`src/sv/qrsdp_pkg.sv`:
```
// qrsdp_pkg: shared types, constants and the alphanumeric lookup for the
// qr segment data packer. No dependencies; every other file uses it.
`timescale 1ns / 1ps

package qrsdp_pkg;

  // encode_mode codes
  localparam logic [1:0] MODE_NUMERIC = 2'd0;
  localparam logic [1:0] MODE_ALNUM   = 2'd1;
  localparam logic [1:0] MODE_BYTE    = 2'd2;
  localparam logic [1:0] MODE_RESET   = MODE_BYTE;

  // configuration register indexes
  localparam logic REG_ENCODE_MODE = 1'b0;

  localparam int CHAR_W  = 8;
  localparam int ACC_W   = 11;
  localparam int POS_W   = 2;
  localparam int BITS_W  = 4;
  localparam int COUNT_W = 16;
  localparam int KEY_W   = 6;
  localparam int APB_AW  = 3;
  localparam int APB_DW  = 32;

  localparam logic [KEY_W-1:0]   ALNUM_RADIX = 6'd45;
  localparam logic [COUNT_W-1:0] COUNT_MAX   = 16'hFFFF;

  // chunk lengths
  localparam logic [BITS_W-1:0] BITS_NUM_ONE   = 4'd4;
  localparam logic [BITS_W-1:0] BITS_ALNUM_ONE = 4'd6;
  localparam logic [BITS_W-1:0] BITS_NUM_TWO   = 4'd7;
  localparam logic [BITS_W-1:0] BITS_BYTE      = 4'd8;
  localparam logic [BITS_W-1:0] BITS_NUM_THREE = 4'd10;
  localparam logic [BITS_W-1:0] BITS_ALNUM_TWO = 4'd11;

  typedef struct packed {
    logic [ACC_W-1:0]   group_acc;
    logic [POS_W-1:0]   group_pos;
    logic [COUNT_W-1:0] char_counter;
    logic               bad_flag;
  } seg_state_t;

  typedef struct packed {
    logic [ACC_W-1:0]   chunk_value;
    logic [BITS_W-1:0]  chunk_bits;
    logic               segment_end;
    logic [COUNT_W-1:0] char_total;
    logic               bad_char_seen;
  } chunk_t;

  // index in the 45-symbol set, ALNUM_RADIX when the byte is not in it
  function automatic logic [KEY_W-1:0] alnum_key(input logic [CHAR_W-1:0] c);
    logic [CHAR_W-1:0] d;
    d = 8'd0;
    if (c >= 8'h30 && c <= 8'h39) begin
      d = c - 8'h30;
    end else if (c >= 8'h41 && c <= 8'h5A) begin
      d = c - 8'h37;
    end else begin
      case (c)
        8'h20:   d = 8'd36;
        8'h24:   d = 8'd37;
        8'h25:   d = 8'd38;
        8'h2A:   d = 8'd39;
        8'h2B:   d = 8'd40;
        8'h2D:   d = 8'd41;
        8'h2E:   d = 8'd42;
        8'h2F:   d = 8'd43;
        8'h3A:   d = 8'd44;
        default: d = 8'd45;
      endcase
    end
    return d[KEY_W-1:0];
  endfunction

endpackage

```
`src/sv/qrsdp_in_if.sv`:
```
// qrsdp_in_if: character input channel, valid/ready with payload.
// Depends on qrsdp_pkg for field widths.
`timescale 1ns / 1ps

interface qrsdp_in_if;
  logic                          valid;
  logic                          ready;
  logic [qrsdp_pkg::CHAR_W-1:0]  char_in;
  logic                          is_final;

  modport source (output valid, output char_in, output is_final, input ready);
  modport sink   (input valid, input char_in, input is_final, output ready);
endinterface

```
`src/sv/qrsdp_out_if.sv`:
```
// qrsdp_out_if: packed chunk output channel, valid/ready with payload.
// Depends on qrsdp_pkg for field widths.
`timescale 1ns / 1ps

interface qrsdp_out_if;
  logic                           valid;
  logic                           ready;
  logic [qrsdp_pkg::ACC_W-1:0]    chunk_value;
  logic [qrsdp_pkg::BITS_W-1:0]   chunk_bits;
  logic                           segment_end;
  logic [qrsdp_pkg::COUNT_W-1:0]  char_total;
  logic                           bad_char_seen;

  modport source (output valid, output chunk_value, output chunk_bits,
                  output segment_end, output char_total, output bad_char_seen,
                  input ready);
  modport sink   (input valid, input chunk_value, input chunk_bits,
                  input segment_end, input char_total, input bad_char_seen,
                  output ready);
endinterface

```
`src/sv/qr_segment_data_packer.sv`:
```
// qr_segment_data_packer: top level, input register, packing step, result
// register and apb configuration. Depends on qrsdp_pkg, qrsdp_in_if,
// qrsdp_out_if, qrsdp_apb_regs and qrsdp_step.
`timescale 1ns / 1ps
//
//  channel   dir  handshake        payload
//  in_ch     in   valid/ready      char_in[7:0], is_final
//  out_ch    out  valid/ready      chunk_value[10:0], chunk_bits[3:0], segment_end,
//                                  char_total[15:0], bad_char_seen
//  apb       in   psel/penable     paddr[2:0], pwdata[31:0] -> prdata[31:0]
//
//  one character per cycle sustained while the output is not stalled; a chunk
//  goes from its input transaction through the input register, then the
//  packing step into the result register, where it shows valid
//  the segment state loop (accumulator, group position, count, flag) closes through the packing step
//  rst is synchronous: drops both valid stages, clears the segment state, mode to byte
//  a stalled output holds its chunk; the input register still moves into the
//  result register when the result register is being drained in the same cycle

module qr_segment_data_packer (
  input  logic                          clk,
  input  logic                          rst,
  qrsdp_in_if.sink                      in_ch,
  qrsdp_out_if.source                   out_ch,
  input  logic                          psel,
  input  logic                          penable,
  input  logic                          pwrite,
  input  logic [qrsdp_pkg::APB_AW-1:0]  paddr,
  input  logic [qrsdp_pkg::APB_DW-1:0]  pwdata,
  output logic [qrsdp_pkg::APB_DW-1:0]  prdata,
  output logic                          pready
);

  logic [1:0] encode_mode;

  // input register
  logic                         in_valid;
  logic [qrsdp_pkg::CHAR_W-1:0] in_char;
  logic                         in_final;

  // segment state carried between characters
  qrsdp_pkg::seg_state_t seg_state;
  qrsdp_pkg::seg_state_t seg_state_next;

  // result register
  logic              res_valid;
  qrsdp_pkg::chunk_t res_chunk;

  logic              step_emit;
  qrsdp_pkg::chunk_t step_chunk;
  logic              advance;
  logic              in_take;

  qrsdp_apb_regs u_regs (
    .clk         (clk),
    .rst         (rst),
    .psel        (psel),
    .penable     (penable),
    .pwrite      (pwrite),
    .paddr       (paddr),
    .pwdata      (pwdata),
    .prdata      (prdata),
    .pready      (pready),
    .encode_mode (encode_mode)
  );

  qrsdp_step u_step (
    .encode_mode (encode_mode),
    .char_in     (in_char),
    .is_final    (in_final),
    .cur         (seg_state),
    .nxt         (seg_state_next),
    .emit        (step_emit),
    .chunk       (step_chunk)
  );

  // the held character moves on when the result register is free or draining
  assign advance     = in_valid & (~res_valid | out_ch.ready);
  assign in_ch.ready = ~in_valid | advance;
  assign in_take     = in_ch.valid & in_ch.ready;

  always_ff @(posedge clk) begin
    if (rst) begin
      in_valid <= 1'b0;
    end else if (in_take) begin
      in_valid <= 1'b1;
    end else if (advance) begin
      in_valid <= 1'b0;
    end
  end

  always_ff @(posedge clk) begin
    if (in_take) begin
      in_char  <= in_ch.char_in;
      in_final <= in_ch.is_final;
    end
  end

  // state updates once per character, whether or not a chunk comes out
  always_ff @(posedge clk) begin
    if (rst) begin
      seg_state <= '0;
    end else if (advance) begin
      seg_state <= seg_state_next;
    end
  end

  always_ff @(posedge clk) begin
    if (rst) begin
      res_valid <= 1'b0;
    end else if (advance && step_emit) begin
      res_valid <= 1'b1;
    end else if (out_ch.ready) begin
      res_valid <= 1'b0;
    end
  end

  always_ff @(posedge clk) begin
    if (advance && step_emit) begin
      res_chunk <= step_chunk;
    end
  end

  assign out_ch.valid         = res_valid;
  assign out_ch.chunk_value   = res_chunk.chunk_value;
  assign out_ch.chunk_bits    = res_chunk.chunk_bits;
  assign out_ch.segment_end   = res_chunk.segment_end;
  assign out_ch.char_total    = res_chunk.char_total;
  assign out_ch.bad_char_seen = res_chunk.bad_char_seen;

endmodule

```
`src/sv/qrsdp_apb_regs.sv`:
```
// qrsdp_apb_regs: apb register file holding encode_mode.
// Depends on qrsdp_pkg.
`timescale 1ns / 1ps

module qrsdp_apb_regs (
  input  logic                           clk,
  input  logic                           rst,
  input  logic                           psel,
  input  logic                           penable,
  input  logic                           pwrite,
  input  logic [qrsdp_pkg::APB_AW-1:0]   paddr,
  input  logic [qrsdp_pkg::APB_DW-1:0]   pwdata,
  output logic [qrsdp_pkg::APB_DW-1:0]   prdata,
  output logic                           pready,
  output logic [1:0]                     encode_mode
);

  logic reg_index;
  logic wr_en;

  assign reg_index = paddr[qrsdp_pkg::APB_AW-1];
  assign pready    = 1'b1;
  assign wr_en     = psel & penable & pwrite & pready;

  always_ff @(posedge clk) begin
    if (rst) begin
      encode_mode <= qrsdp_pkg::MODE_RESET;
    end else if (wr_en && reg_index == qrsdp_pkg::REG_ENCODE_MODE) begin
      encode_mode <= pwdata[1:0];
    end
  end

  always_comb begin
    prdata = '0;
    if (reg_index == qrsdp_pkg::REG_ENCODE_MODE) begin
      prdata = {{(qrsdp_pkg::APB_DW-2){1'b0}}, encode_mode};
    end
  end

endmodule

```
`src/sv/qrsdp_step.sv`:
```
// qrsdp_step: combinational packing step for one character, giving the
// next segment state and the chunk it emits. Depends on qrsdp_pkg.
`timescale 1ns / 1ps

module qrsdp_step (
  input  logic [1:0]                     encode_mode,
  input  logic [qrsdp_pkg::CHAR_W-1:0]   char_in,
  input  logic                           is_final,
  input  qrsdp_pkg::seg_state_t          cur,
  output qrsdp_pkg::seg_state_t          nxt,
  output logic                           emit,
  output qrsdp_pkg::chunk_t              chunk
);

  logic [qrsdp_pkg::COUNT_W-1:0] count_inc;
  logic [qrsdp_pkg::POS_W-1:0]   pos_inc;
  logic                          is_digit;
  logic [3:0]                    digit;
  logic [qrsdp_pkg::CHAR_W-1:0]  digit_full;
  logic [qrsdp_pkg::KEY_W-1:0]   key_raw;
  logic [qrsdp_pkg::KEY_W-1:0]   key;
  logic [14:0]                   num_acc;
  logic [16:0]                   alnum_acc;
  logic [qrsdp_pkg::ACC_W-1:0]   acc_upd;
  logic                          bad_upd;
  logic [qrsdp_pkg::ACC_W-1:0]   value;
  logic [qrsdp_pkg::BITS_W-1:0]  bits;

  assign count_inc  = (cur.char_counter != qrsdp_pkg::COUNT_MAX) ?
                      cur.char_counter + 16'd1 : cur.char_counter;
  assign pos_inc    = cur.group_pos + 2'd1;
  assign is_digit   = (char_in >= 8'h30) && (char_in <= 8'h39);
  assign digit_full = char_in - 8'h30;
  assign digit      = is_digit ? digit_full[3:0] : 4'd0;
  assign key_raw    = qrsdp_pkg::alnum_key(char_in);
  assign key        = (key_raw == qrsdp_pkg::ALNUM_RADIX) ? 6'd0 : key_raw;
  assign num_acc    = {4'd0, cur.group_acc} * 15'd10 + {11'd0, digit};
  assign alnum_acc  = {6'd0, cur.group_acc} * 17'd45 + {11'd0, key};

  always_comb begin
    emit    = 1'b0;
    value   = '0;
    bits    = '0;
    acc_upd = cur.group_acc;
    bad_upd = cur.bad_flag;
    case (encode_mode)
      qrsdp_pkg::MODE_NUMERIC: begin
        acc_upd = num_acc[qrsdp_pkg::ACC_W-1:0];
        bad_upd = cur.bad_flag | ~is_digit;
        value   = acc_upd;
        if (pos_inc == 2'd3) begin
          emit = 1'b1;
          bits = qrsdp_pkg::BITS_NUM_THREE;
        end else if (is_final) begin
          emit = 1'b1;
          bits = (pos_inc == 2'd2) ? qrsdp_pkg::BITS_NUM_TWO : qrsdp_pkg::BITS_NUM_ONE;
        end
      end
      qrsdp_pkg::MODE_ALNUM: begin
        acc_upd = alnum_acc[qrsdp_pkg::ACC_W-1:0];
        bad_upd = cur.bad_flag | (key_raw == qrsdp_pkg::ALNUM_RADIX);
        value   = acc_upd;
        // a pair (or longer group left from numeric) closes here
        if (pos_inc[1]) begin
          emit = 1'b1;
          bits = qrsdp_pkg::BITS_ALNUM_TWO;
        end else if (is_final) begin
          emit = 1'b1;
          bits = qrsdp_pkg::BITS_ALNUM_ONE;
        end
      end
      default: begin
        // byte mode and the unused code
        emit  = 1'b1;
        value = {3'd0, char_in};
        bits  = qrsdp_pkg::BITS_BYTE;
      end
    endcase
  end

  always_comb begin
    nxt.group_acc    = acc_upd;
    nxt.group_pos    = pos_inc;
    nxt.char_counter = count_inc;
    nxt.bad_flag     = bad_upd;
    if (emit || is_final) begin
      nxt.group_acc = '0;
      nxt.group_pos = '0;
    end
    if (is_final) begin
      nxt.char_counter = '0;
      nxt.bad_flag     = 1'b0;
    end
  end

  assign chunk.chunk_value   = value;
  assign chunk.chunk_bits    = bits;
  assign chunk.segment_end   = is_final;
  assign chunk.char_total    = is_final ? count_inc : '0;
  assign chunk.bad_char_seen = bad_upd;

endmodule
```
`src/flat_wrapper.sv`:
```
// flat-port wrapper written by rule: the top's interface ports become plain ports
module qr_segment_data_packer_flat 
  (clk, rst, psel, penable, pwrite, paddr, pwdata, prdata, pready, in_ch_valid, in_ch_char_in, in_ch_is_final, in_ch_ready, out_ch_valid, out_ch_chunk_value, out_ch_chunk_bits, out_ch_segment_end, out_ch_char_total, out_ch_bad_char_seen, out_ch_ready);
  qrsdp_in_if in_ch_i ();
  qrsdp_out_if out_ch_i ();
  input  logic clk;
  input  logic rst;
  input  logic psel;
  input  logic penable;
  input  logic pwrite;
  input  logic [qrsdp_pkg::APB_AW-1:0] paddr;
  input  logic [qrsdp_pkg::APB_DW-1:0] pwdata;
  output logic [qrsdp_pkg::APB_DW-1:0] prdata;
  output logic pready;
  input wire logic [$bits(in_ch_i.valid)-1:0] in_ch_valid;
  input wire logic [$bits(in_ch_i.char_in)-1:0] in_ch_char_in;
  input wire logic [$bits(in_ch_i.is_final)-1:0] in_ch_is_final;
  output wire logic [$bits(in_ch_i.ready)-1:0] in_ch_ready;
  output wire logic [$bits(out_ch_i.valid)-1:0] out_ch_valid;
  output wire logic [$bits(out_ch_i.chunk_value)-1:0] out_ch_chunk_value;
  output wire logic [$bits(out_ch_i.chunk_bits)-1:0] out_ch_chunk_bits;
  output wire logic [$bits(out_ch_i.segment_end)-1:0] out_ch_segment_end;
  output wire logic [$bits(out_ch_i.char_total)-1:0] out_ch_char_total;
  output wire logic [$bits(out_ch_i.bad_char_seen)-1:0] out_ch_bad_char_seen;
  input wire logic [$bits(out_ch_i.ready)-1:0] out_ch_ready;
  assign in_ch_i.valid = in_ch_valid;
  assign in_ch_i.char_in = in_ch_char_in;
  assign in_ch_i.is_final = in_ch_is_final;
  assign in_ch_ready = in_ch_i.ready;
  assign out_ch_valid = out_ch_i.valid;
  assign out_ch_chunk_value = out_ch_i.chunk_value;
  assign out_ch_chunk_bits = out_ch_i.chunk_bits;
  assign out_ch_segment_end = out_ch_i.segment_end;
  assign out_ch_char_total = out_ch_i.char_total;
  assign out_ch_bad_char_seen = out_ch_i.bad_char_seen;
  assign out_ch_i.ready = out_ch_ready;
  qr_segment_data_packer u_core (.clk(clk), .rst(rst), .in_ch(in_ch_i), .out_ch(out_ch_i), .psel(psel), .penable(penable), .pwrite(pwrite), .paddr(paddr), .pwdata(pwdata), .prdata(prdata), .pready(pready));
endmodule
```
`config.mk`:
```
export PLATFORM = sky130hd
export DESIGN_NAME = qr_segment_data_packer_flat
export DESIGN_NICKNAME = d
export VERILOG_FILES = /design/src/sv/qrsdp_pkg.sv /design/src/sv/qrsdp_in_if.sv /design/src/sv/qrsdp_out_if.sv /design/src/sv/qr_segment_data_packer.sv /design/src/sv/qrsdp_apb_regs.sv /design/src/sv/qrsdp_step.sv /design/src/flat_wrapper.sv
export SDC_FILE = /design/constraint.sdc
export NUM_CORES = 1
export LEC_CHECK = 0
export BUFFER_PORTS_ARGS = -buffer_cell sky130_fd_sc_hd__buf_2
export CAP_MARGIN = 20
export CORE_MARGIN = 2
export CORE_UTILIZATION = 40
export DETAILED_ROUTE_END_ITERATION = 10
export SETUP_SLACK_MARGIN = 0.1
export SLEW_MARGIN = 20
export SYNTH_ARGS = -nofsm -noshare
export SYNTH_HDL_FRONTEND = slang
export SYNTH_SLANG_ARGS = --single-unit
```
`constraint.sdc`:
```
create_clock -name clk -period 8.3 [get_ports clk]
set_clock_uncertainty 0.1 [all_clocks]
set_input_delay 1.245 -clock clk [delete_from_list [all_inputs] [get_ports clk]]
set_output_delay 1.245 -clock clk [all_outputs]
set_load 0.05 [all_outputs]
```
==> results.py <==
metrics = {
    "setup_path": {
        "cp-end-kind": "register",
        "reg2reg_from": "u_core.in_char[1]",
        "cp-start-kind": "register",
        "crit_type": "reg2reg",
        "startpoint": "u_core.in_char[1]",
        "critical_path_arrival_ns": 5.25,
        "crit_required_ns": 8.24,
        "cp_max_fo": 7,
    },
    "detailed_routing": {
        "wl_met2_um": 6024,
        "antenna_left": 0,
        "top_layer": "met4",
        "met3_length_um": 646,
        "first_iter_violations": 290,
        "wl_per_cell_um": 15.21,
        "met1_length_um": 6234,
        "drt_drc_violations_left": 0,
        "first_pass_iters": 5,
        "vias": 4601,
        "avgViaCountPerCell": 5.350,
        "wirelength_um": 13080,
    },
    "clock_network": {
        "post_cts_buffers": 0,
        "postCtsHoldBufs": 0,
        "clk_latency_ns": 0.34,
        "cts_tree": "yes",
        "clk_pin_slew_worst_paths_ns": 0.06,
        "htree_num_levels": 3,
        "cts_buffers": 9,
        "cts_root_buf": "clkbuf_16",
        "cts_resized": 0,
        "ctsLongestPathBuffers": 2,
        "cts.sink_count": 76,
    },
    "timing": {
        "max_clock_freq_ghz": 0.1886,
        "finalCritPeriodShare_pct": 63.87,
        "hold_viol_final": 0,
        "rsz0062_at_grt": "false",
        "maxSlewHeadroom_pct": 39.93,
        "worstMarginPinSlew_ns": 0.8977,
        "slew_violations": 0,
        "finalSetupViolCount": 0,
        "period_needed_ns": 5.301,
        "fin_tns_setup_ns": 0,
    },
    "power_and_ir_drop": {
        "power.density_mw_per_mm2": 149.1,
        "p_total_uw": 930.8,
        "ir_drop_mv": 0.09849,
        "cellLeakagePower_uw": 0.002763,
    },
    "yosys": {
        "seq_area_frac_synth_pct": 34.16,
        "syn_inst": 636,
        "async_reset_ff_share_pct": 0,
        "synth-edff-count": 42,
        "ys.flop_type": "edfxtp_1",
        "ys_ff_latch": 76,
        "yosys_warnings": 0,
        "syn_area_per_cell_um2": 8.937,
        "synth.distinct_cells": 62,
        "synth_area_mm2": 0.005684,
    },
    "floorplan": {
        "initial_core_util_pct": 40.95,
        "die_y_um": 123.2,
        "die_x_um": 123.2,
        "die_area_mm2": 0.01518,
        "core_area_mm2": 0.01388,
        "rows": 43,
        "io_pins": 119,
    },
    "grt": {
        "gr-usage-all-layers_pct": 18.17,
        "antenna_found_initial": 0,
        "grt_pass1_wl_um": 21710,
        "grt-ovfl-total": 0,
        "grt_max_degree": 33,
        "grt_pass1_vias": 4399,
    },
    "placement": {
        "hpwl_um": 9911,
        "portBuffers": 55,
        "gp_congestion": 0.8634,
    },
    "min_path": {
        "min_path_type": "reg2reg",
        "hold_start": "u_core.seg_state[27]",
    },
    "job": {
        "cap_viol_max_count": 0,
    },
    "cells_and_area": {
        "n_fill_cell": 1369,
        "antennaDiodeCount": 0,
        "multi_input_area_mm2": 0.003336,
        "nets": 792,
        "drive_gt1_share_pct": 11.62,
        "seq_area_mm2": 0.001942,
        "area_delta_synth_final_pct": 9.795,
    },
    "status": {
        "status": "complete, no violations",
    },
}
cell usage after synthesis (3+ instances only):
master	n	area [µm²]
nand3_1	11	55.05
a22oi_1	4	30.03
edfxtp_1	42	1261
fa_1	15	300.3
or2_2	3	18.77
nor3_1	17	85.08
buf_4	31	232.7
o21ai_0	33	165.2
nor3b_1	4	30.03
xor2_1	13	113.9
nand2_1	34	127.6
a21o_1	3	22.52
ha_1	50	625.6
and4_1	4	35.03
and3_1	7	43.79
or3_1	5	31.28
o21a_1	7	52.55
a211oi_1	10	75.07
mux2i_1	6	60.06
o21bai_1	4	30.03
a21oi_1	50	250.2
or3b_2	3	26.28
clkbuf_1	20	75.07
nor2_1	76	285.3
dfxtp_1	34	680.7
xnor2_1	20	175.2
and2_1	8	50.05
inv_1	46	172.7
buf_1	3	11.26
a31oi_1	5	31.28
a211o_1	5	43.79
o211ai_1	5	37.54
nand2b_1	8	50.05
nand4_1	8	50.05
nor2b_1	6	37.54
metal layers:
layer  global-route usage (%)  vias up
met2                    29.67      135
li1                         -     2252
met3                    2.537       11
met5                        0        -
met4                    5.824        0
met1                    24.85     2203
flip-flops by register name (all words and copies together), names as in the netlist:
signal                       count
u_core.out_ch.segment_end        1
u_core.out_ch.char_total        16
u_core.out_ch.chunk_value       11
u_core.in_char                   8
u_core.seg_state                30
u_core.out_ch.bad_char_seen      1
u_core.in_final                  1
u_core.out_ch.chunk_bits         4
u_core.in_valid                  1
u_core.out_ch.valid              1
u_core.u_regs.encode_mode        2
path summary, 6_finish.rpt:
check	slack [ns]	cells past startpoint	to
min reg2reg	0.39	2	u_core.seg_state[27]
min	0.39	2	u_core.seg_state[27]
max reg2reg	3.00	18	u_core.out_ch.chunk_value[10]
max	3.00	18	u_core.out_ch.chunk_value[10]
where the power goes:
part           switching (µW)  internal (µW)  leakage (µW)
clock network             141            230      0.000134
registers                13.0            410      0.000666
logic                     107           30.1       0.00196
worst max-delay path: stages (launching register included):
cell and delay [ns]:
edfxtp_1 0.54, inv_1 0.14, ha_1 0.29, or4b_4 0.52
a21boi_4 0.26, o41ai_1 0.12, a211oi_2 0.29, nand4_1 0.18
nor3_1 0.35, nor2b_1 0.14, fa_1 0.45, ha_1 0.37
nand3_1 0.10, o211ai_1 0.26, o211ai_1 0.19, o21ai_0 0.40
xnor2_1 0.16, nand2_1 0.09, a21oi_1 0.07
cell type report:
type	instances	area share, %
multi-input cells	485	53.45
flip-flops and latches	76	31.11
repair buffers	56	4.531
clock buffers	12	3.789
well taps	180	3.609
inverters	48	2.887
clock inverters	3	0.6215
cell families after synthesis:
family / after synthesis / synth area share [%]
buffers and inverters: 104 / 9.069
other: 2 / 0.1321
XOR/XNOR: 33 / 5.085
multiplexers: 6 / 1.057
AND/OR/NAND/NOR: 206 / 18.03
adder cells (fa/ha/maj): 65 / 16.29
flip-flops: 76 / 34.16
AO/OA/AOI/OAI: 144 / 16.18
through the flow:
step           area, µm²  instances  util (%)  hold slack [ns]  setup WS [ns]
3_5_place_dp        5966        845     42.98           0.3792          3.049
5_1_grt             6241        860     44.96           0.4059          2.651
4_1_cts             6241        860     44.96           0.3859          3.006
2_1_floorplan       5793        665         -           0.3400          3.838
3_3_place_gp        5966        845     42.98           0.3682          3.154
6_report            6241        860     44.96           0.3855          2.999
layout by cell type (no fill, tap or decap), types with 8 or more instances in the layout:
master and n:
nor2_1 76, buf_2 55, a21oi_1 50, ha_1 50, inv_1 46, edfxtp_1 42, nand2_1 34, dfxtp_1 34
o21ai_0 33, conb_1 31, xnor2_1 20, nor3_1 17, fa_1 15, xor2_1 13, nand3_1 11, a211oi_1 10
clkbuf_16 9, and2_1 8, nand2b_1 8, nand4_1 8
Note: power is estimated with default switching activity, not from simulation.
